===== src/rtl/core/fir51_pkg.sv =====
`timescale 1ns / 1ps
`default_nettype none
// ----------------------------------------------------------------------------
// fir51_pkg
// Shared widths and the Q1.15 coefficient table of the 51-tap FIR filter.
// ----------------------------------------------------------------------------
package fir51_pkg;

  localparam int unsigned TAPS        = 51;
  localparam int unsigned SAMPLE_W    = 12;
  localparam int unsigned COEF_W      = 16;
  localparam int unsigned OUT_W       = 34;
  localparam int unsigned TAP_IDX_W   = $clog2(TAPS);
  localparam int unsigned BIT_IDX_W   = $clog2(SAMPLE_W);

  typedef logic [SAMPLE_W-1:0]        sample_t;
  typedef logic signed [COEF_W-1:0]   coef_t;
  typedef logic signed [OUT_W-1:0]    acc_t;
  typedef logic [TAP_IDX_W-1:0]       tap_idx_t;
  typedef logic [BIT_IDX_W-1:0]       bit_idx_t;

  // Control from the sequencer to the accumulator
  typedef struct packed {
    logic     clear;
    logic     step;
    tap_idx_t tap;
    bit_idx_t bit_pos;
  } mac_ctl_t;

  // Coefficient of tap i, tap 0 weights the newest sample
  function automatic coef_t tap_coef(input tap_idx_t i);
    coef_t c;
    unique case (i)
      6'd0:  c = -16'sd622;   6'd1:  c = -16'sd5;     6'd2:  c = 16'sd345;
      6'd3:  c = 16'sd691;    6'd4:  c = -16'sd284;   6'd5:  c = -16'sd931;
      6'd6:  c = -16'sd82;    6'd7:  c = 16'sd499;    6'd8:  c = 16'sd1269;
      6'd9:  c = -16'sd744;   6'd10: c = -16'sd962;   6'd11: c = -16'sd487;
      6'd12: c = 16'sd936;    6'd13: c = 16'sd1657;   6'd14: c = -16'sd1212;
      6'd15: c = -16'sd688;   6'd16: c = -16'sd1369;  6'd17: c = 16'sd1979;
      6'd18: c = 16'sd1286;   6'd19: c = -16'sd1154;  6'd20: c = -16'sd319;
      6'd21: c = -16'sd3019;  6'd22: c = 16'sd4878;   6'd23: c = -16'sd2611;
      6'd24: c = 16'sd4051;   6'd25: c = 16'sd26064;  6'd26: c = 16'sd4051;
      6'd27: c = -16'sd2611;  6'd28: c = 16'sd4878;   6'd29: c = -16'sd3019;
      6'd30: c = -16'sd319;   6'd31: c = -16'sd1154;  6'd32: c = 16'sd1286;
      6'd33: c = 16'sd1979;   6'd34: c = -16'sd1369;  6'd35: c = -16'sd688;
      6'd36: c = -16'sd1212;  6'd37: c = 16'sd1657;   6'd38: c = 16'sd936;
      6'd39: c = -16'sd487;   6'd40: c = -16'sd962;   6'd41: c = -16'sd744;
      6'd42: c = 16'sd1269;   6'd43: c = 16'sd499;    6'd44: c = -16'sd82;
      6'd45: c = -16'sd931;   6'd46: c = -16'sd284;   6'd47: c = 16'sd691;
      6'd48: c = 16'sd345;    6'd49: c = -16'sd5;     6'd50: c = -16'sd622;
      default: c = '0;
    endcase
    return c;
  endfunction

endpackage
`default_nettype wire


===== src/rtl/core/fir51_delay.sv =====
`timescale 1ns / 1ps
`default_nettype none
// ----------------------------------------------------------------------------
// fir51_delay
// Delay line of the last 51 samples. On a new sample the line shifts by one
// tap; while a sum runs tap 0 rotates one bit per step, and the line one tap
// after its last bit, so tap 0 always presents its current bit at the low end.
// ----------------------------------------------------------------------------
module fir51_delay (
  input  wire                      clk,
  input  wire                      rst_n,
  input  wire                      load,
  input  wire fir51_pkg::sample_t  sample,
  input  wire                      rot_bit,
  input  wire                      rot_tap,
  output logic                     cur_bit
);

  fir51_pkg::sample_t line_r [fir51_pkg::TAPS];

  // Shift in a sample, rotate bits within tap 0, or rotate taps
  always_ff @(posedge clk) begin
    if (!rst_n) begin
      for (int i = 0; i < fir51_pkg::TAPS; i++) line_r[i] <= '0;
    end else if (load) begin
      line_r[0] <= sample;
      for (int i = 1; i < fir51_pkg::TAPS; i++) line_r[i] <= line_r[i-1];
    end else if (rot_tap) begin
      for (int i = 0; i < fir51_pkg::TAPS - 1; i++) line_r[i] <= line_r[i+1];
      line_r[fir51_pkg::TAPS-1] <= {line_r[0][0], line_r[0][fir51_pkg::SAMPLE_W-1:1]};
    end else if (rot_bit) begin
      line_r[0] <= {line_r[0][0], line_r[0][fir51_pkg::SAMPLE_W-1:1]};
    end
  end

  assign cur_bit = line_r[0][0];

endmodule
`default_nettype wire


===== src/rtl/core/fir51_mac.sv =====
`timescale 1ns / 1ps
`default_nettype none
// ----------------------------------------------------------------------------
// fir51_mac
// Bit-serial multiply-accumulate: per step add the coefficient, shifted to
// the current sample bit, when that bit is set.
// ----------------------------------------------------------------------------
module fir51_mac (
  input  wire                     clk,
  input  wire fir51_pkg::mac_ctl_t ctl,
  input  wire                     sbit,
  output fir51_pkg::acc_t         acc
);

  fir51_pkg::acc_t acc_r;
  fir51_pkg::acc_t addend;

  // Coefficient aligned to the sample bit
  always_comb begin
    addend = fir51_pkg::acc_t'(fir51_pkg::tap_coef(ctl.tap)) <<< ctl.bit_pos;
  end

  // Clear or accumulate
  always_ff @(posedge clk) begin
    if (ctl.clear) begin
      acc_r <= '0;
    end else if (ctl.step && sbit) begin
      acc_r <= acc_r + addend;
    end
  end

  assign acc = acc_r;

endmodule
`default_nettype wire


===== src/rtl/core/fir_filter_51_tap_unit.sv =====
`timescale 1ns / 1ps
`default_nettype none
// ----------------------------------------------------------------------------
// fir_filter_51_tap_unit
// 51-tap FIR filter over unsigned 12-bit samples, exact Q.15 output.
// ----------------------------------------------------------------------------
// Each accepted sample is handled by bit-serial multiply-accumulate over all
// 51 taps and all 12 sample bits, after a load and before a step that registers
// the result: one sample bit of one tap is handled per cycle, set by the single
// shift-add accumulator. out_valid rises as the result is registered. The result
// waits in an output register; in_ready is low while a sum runs or an unread
// result is held, so a new sample is taken only once the last result has been
// read.
module fir_filter_51_tap_unit (
  input  wire         clk,
  input  wire         rst_n,
  input  wire  [11:0] in_sample,
  input  wire         in_valid,
  output logic        in_ready,
  output logic signed [33:0] out_filtered,
  output logic        out_valid,
  input  wire         out_ready
);

  localparam logic [1:0] ST_IDLE = 2'd0;
  localparam logic [1:0] ST_RUN  = 2'd1;
  localparam logic [1:0] ST_DONE = 2'd2;

  logic [1:0]           state_r, state_nxt;
  fir51_pkg::tap_idx_t  tap_r, tap_nxt;
  fir51_pkg::bit_idx_t  bit_r, bit_nxt;
  logic                 ov_r, ov_nxt;
  fir51_pkg::acc_t      res_r;
  fir51_pkg::acc_t      acc;
  fir51_pkg::mac_ctl_t  ctl;
  logic                 load, last_bit, running, cur_bit;

  assign in_ready = (state_r == ST_IDLE) && !ov_r;
  assign load     = in_valid && in_ready;
  assign running  = (state_r == ST_RUN);
  assign last_bit = (bit_r == fir51_pkg::bit_idx_t'(fir51_pkg::SAMPLE_W - 1));

  assign ctl.clear   = load;
  assign ctl.step    = running;
  assign ctl.tap     = tap_r;
  assign ctl.bit_pos = bit_r;

  fir51_delay u_delay (
    .clk     (clk),
    .rst_n   (rst_n),
    .load    (load),
    .sample  (in_sample),
    .rot_bit (running && !last_bit),
    .rot_tap (running && last_bit),
    .cur_bit (cur_bit)
  );

  fir51_mac u_mac (
    .clk  (clk),
    .ctl  (ctl),
    .sbit (cur_bit),
    .acc  (acc)
  );

  // Sequence taps and bits
  always_comb begin
    state_nxt = state_r;
    tap_nxt   = tap_r;
    bit_nxt   = bit_r;
    ov_nxt    = ov_r && !out_ready;
    unique case (state_r)
      ST_IDLE: begin
        if (load) begin
          state_nxt = ST_RUN;
          tap_nxt   = '0;
          bit_nxt   = '0;
        end
      end
      ST_RUN: begin
        if (last_bit) begin
          bit_nxt = '0;
          if (tap_r == fir51_pkg::tap_idx_t'(fir51_pkg::TAPS - 1)) begin
            state_nxt = ST_DONE;
          end else begin
            tap_nxt = tap_r + 1'b1;
          end
        end else begin
          bit_nxt = bit_r + 1'b1;
        end
      end
      ST_DONE: begin
        state_nxt = ST_IDLE;
        ov_nxt    = 1'b1;
      end
      default: state_nxt = ST_IDLE;
    endcase
  end

  always_ff @(posedge clk) begin
    if (!rst_n) begin
      state_r <= ST_IDLE;
      tap_r   <= '0;
      bit_r   <= '0;
      ov_r    <= 1'b0;
    end else begin
      state_r <= state_nxt;
      tap_r   <= tap_nxt;
      bit_r   <= bit_nxt;
      ov_r    <= ov_nxt;
    end
  end

  // Hold the finished sum for transfer
  always_ff @(posedge clk) begin
    if (state_r == ST_DONE) res_r <= acc;
  end

  assign out_valid    = ov_r;
  assign out_filtered = res_r;

endmodule
`default_nettype wire


===== config.mk =====
export PLATFORM = sky130hd
export DESIGN_NAME = fir_filter_51_tap_unit
export DESIGN_NICKNAME = d
export VERILOG_FILES = /design/src/rtl/core/fir51_pkg.sv /design/src/rtl/core/fir51_delay.sv /design/src/rtl/core/fir51_mac.sv /design/src/rtl/core/fir_filter_51_tap_unit.sv
export SDC_FILE = /design/constraint.sdc
export NUM_CORES = 2
export LEC_CHECK = 0
export ABC_AREA = 1
export BUFFER_PORTS_ARGS = -buffer_cell sky130_fd_sc_hd__buf_2
export CAP_MARGIN = 20
export CELL_PAD_IN_SITES_DETAIL_PLACEMENT = 2
export CELL_PAD_IN_SITES_GLOBAL_PLACEMENT = 2
export CORE_UTILIZATION = 25
export DETAILED_ROUTE_END_ITERATION = 10
export PLACE_DENSITY_LB_ADDON = 0.15
export SLEW_MARGIN = 0
export SYNTH_ARGS = -nofsm -noshare
export SYNTH_HDL_FRONTEND = slang
export SYNTH_HIERARCHICAL = 1
export SYNTH_SLANG_ARGS = --single-unit

===== constraint.sdc =====
create_clock -name clk -period 20.6 [get_ports clk]
set_input_delay 1.03 -clock clk [delete_from_list [all_inputs] [get_ports clk]]
set_output_delay 1.03 -clock clk [all_outputs]
set_load 0.1 [all_outputs]

==> reports/qor.txt <==
Status - completed
Die Span X - 375 um
Critical path, cell by cell - buf_4 > ha_1 > nand3_1 > nor2_2 > buf_4 > inv_1 > nand2_4 > buf_12 > buf_4
CP max FO - 167
Routed Antenna Nets - 0
Worst EP arrival - 5090 ps
CTS buffer count - 88
Overflow after GRT - 0
Antenna violations before repair - 2
R2R cell count - 9
Warnings from Yosys - 6
Hpwl dp - 64900 um
Final Critical Period - 4810 ps
Synth top area share - 0.402
RSZ-0062 raised after global routing - false
Leak Pwr - 16.0 nW
Setup CP Type - register to register
DR vias - 28700
CP Launch Point - bit_r[0]
Area Overhead vs Synth - 13.2%
IO Port Bufs - 51
Crit path largest cell delay - 870 ps
Final cell count without fillers - 6134
Most common cell in the synthesized netlist - nand2_1
Setup-failing EPs final - 0
Worst-Skew Late Latency - 700 ps
Cell variety after synth - 46
Clk_skew - 44.9 ps
Storage cell area - 0.0185 mm2
Seq/Total Area, Yosys - 0.532
Hold_sp - u_mac/acc[2]
Final Cycle Share - 0.234
Met1 Usage GRT - 0.207
TNS Setup - 0 ps
Vias per inst - 4.68
Overall Power - 4.05 mW
Synth area leader - edfxtp_1
Synth Area per Inst - 7.99 um2
Worst-margin pin slew - 1120 ps
Grt met3 use - 0.0227
Final wirelength - 106000 um
Post-CTS setup buffers - 0
Critical path's most frequent cell - buf_4
Peak Freq - 0.208 GHz
Largest net degree at the start of global routing - 266
Die height - 375 um
Hold Vio Cnt, Final - 0
Cells after Synth - 4358
Initial core utilization - 0.253
PwrDens - 103 mW/mm2
Flop and latch count out of synthesis - 693
Async set-or-reset flop fraction in the synthesized netlist - 0
Dpl cell area - 0.0364 mm2
Rows - 136
Buf/Inv on CP - 5
1st-pass router iterations - 4
Synth Net Count - 4421
Final core occ - 0.286
I/O pins - 52
First-iteration detailed-routing DRC count - 1310
Slew headroom - 0.254
Global routing usage on met2 - 0.239
GR peak layer - met2
# placed instances - 5966
Max Transition Viols Final - 0
Number of global-route vias before repair - 30700
Worst min path class - register to register
CP Capture Type - register
Root Buffer - clkbuf_16
Drt drc - 0
Slowest cell on crit path - buf_4
VDD IR max - 0.0558 mV
EDFF count, synth - 466
Final #Nets - 4327
CP required - 20880 ps
Hold Buf Count CTS - 0
First-pass GRT wire length - 172000 um
Clock sinks - 693
Max-cap violation count - 0
ANT cells - 0
WL/cell - 17.3 um
Fin area - 0.0394 mm2
Total core area - 0.138 mm2
Gr usage total - 0.149
CTS tree - yes
Ranking of synthesized cells by area - edfxtp_1 40%, dfxtp_1 13%, nand2_1 9.7%
Setup crit start kind - register
Multi-input gate area - 0.0138 mm2
Mapped Area - 0.0348 mm2
CP delay by family, top - buffers and inverters
Clk buf depth - 3
Critical Path Stages - 9
Worst-path clk slew - 50 ps
Reg2Reg Launch Point - bit_r[0]
Share of cells above drive strength 1 - 0.0634
Most used DFF post-synth - edfxtp_1
Post_cts resized - 0
Fillcell total - 15800
Synth cell count leaders - 897 x nand2_1, 885 x nor2_1, 631 x o21ai_0
Routability cong. - 0.777
Clock H-tree levels - 3
Hold Path Depth - 0
Full die area - 0.141 mm2
## routing by layer
metal	vias to the layer above	routed length [um]
li1	14200	-
met3	120	2290
met1	14200	53300
met2	192	48000
met4	0	2320
met5	-	0
## report_power, final
group	switching (mW)	internal [mW]	total [mW]	leakage, nW
combinational	0.546	0.230	0.776	7.76
clock	0.652	0.934	1.59	1.42
sequential	0.0677	1.62	1.68	6.88
## worst reg2reg max path, stage by stage (launching register included)
cell and delay (ps):
dfxtp_1 310, buf_4 230, ha_1 240, nand3_1 180, nor2_2 130, buf_4 320
inv_1 370, nand2_4 760, buf_12 740, buf_4 1070
## placed cells by master, fill, tap and decap left out, types with 7 or more instances in the layout
master     count
inv_1        320
nand3_1      183
clkinv_1      23
clkinv_2       9
buf_4         36
edfxtp_1     466
nor2_1       883
clkbuf_16     89
nand2_2       11
bufinv_16      9
o21ai_1       13
xor2_1        13
dfxtp_1      226
nand2_1      896
clkbuf_1      25
a21oi_1      251
o21ai_0      631
nand2_4        7
o22ai_1       24
buf_2         50
nand4_1       23
or2_2         13
nor3_1        11
ha_1          46
## cells by family after synthesis
group,synth area share
buffers and inverters,0.0731
DFF,0.532
adders and majority gates,0.0171
xor gates and xnor gates,0.00478
AOI/OAI and AO/OA,0.139
and+or+nand+nor,0.234
## layout make-up
| cell class | count | share of cell area |
|---|---|---|
| clock buffers | 120 | 0.0610 |
| clock inverters | 46 | 0.0133 |
| inverters | 335 | 0.0327 |
| multi-input cells | 3055 | 0.350 |
| flip-flops and latches | 693 | 0.470 |
| well taps | 1794 | 0.0569 |
| repair buffers | 91 | 0.0159 |
## flip-flops by register name (all words and copies together), names as in the netlist
signal	count
bit_r	4
tap_r	6
out_filtered	34
u_mac/acc	34
state_r	2
out_valid	1
u_delay/line_r	612
## metrics by stage
step                      hold WS, ps  setup WS [ps]
after CTS                         472          15600
after global routing              494          15390
after floorplan                   431           9790
final                             479          15790
after global placement            460          15330
after detailed placement          451          15240
## final timing paths
check | to | slack, ps
worst min register to register | out_filtered[2] | 480
worst max register to register | u_delay/line_r[27][0] | 15790
worst max-delay path | u_delay/line_r[27][0] | 15790
worst min-delay path | out_filtered[2] | 480
(Power assumes the default switching activity.)
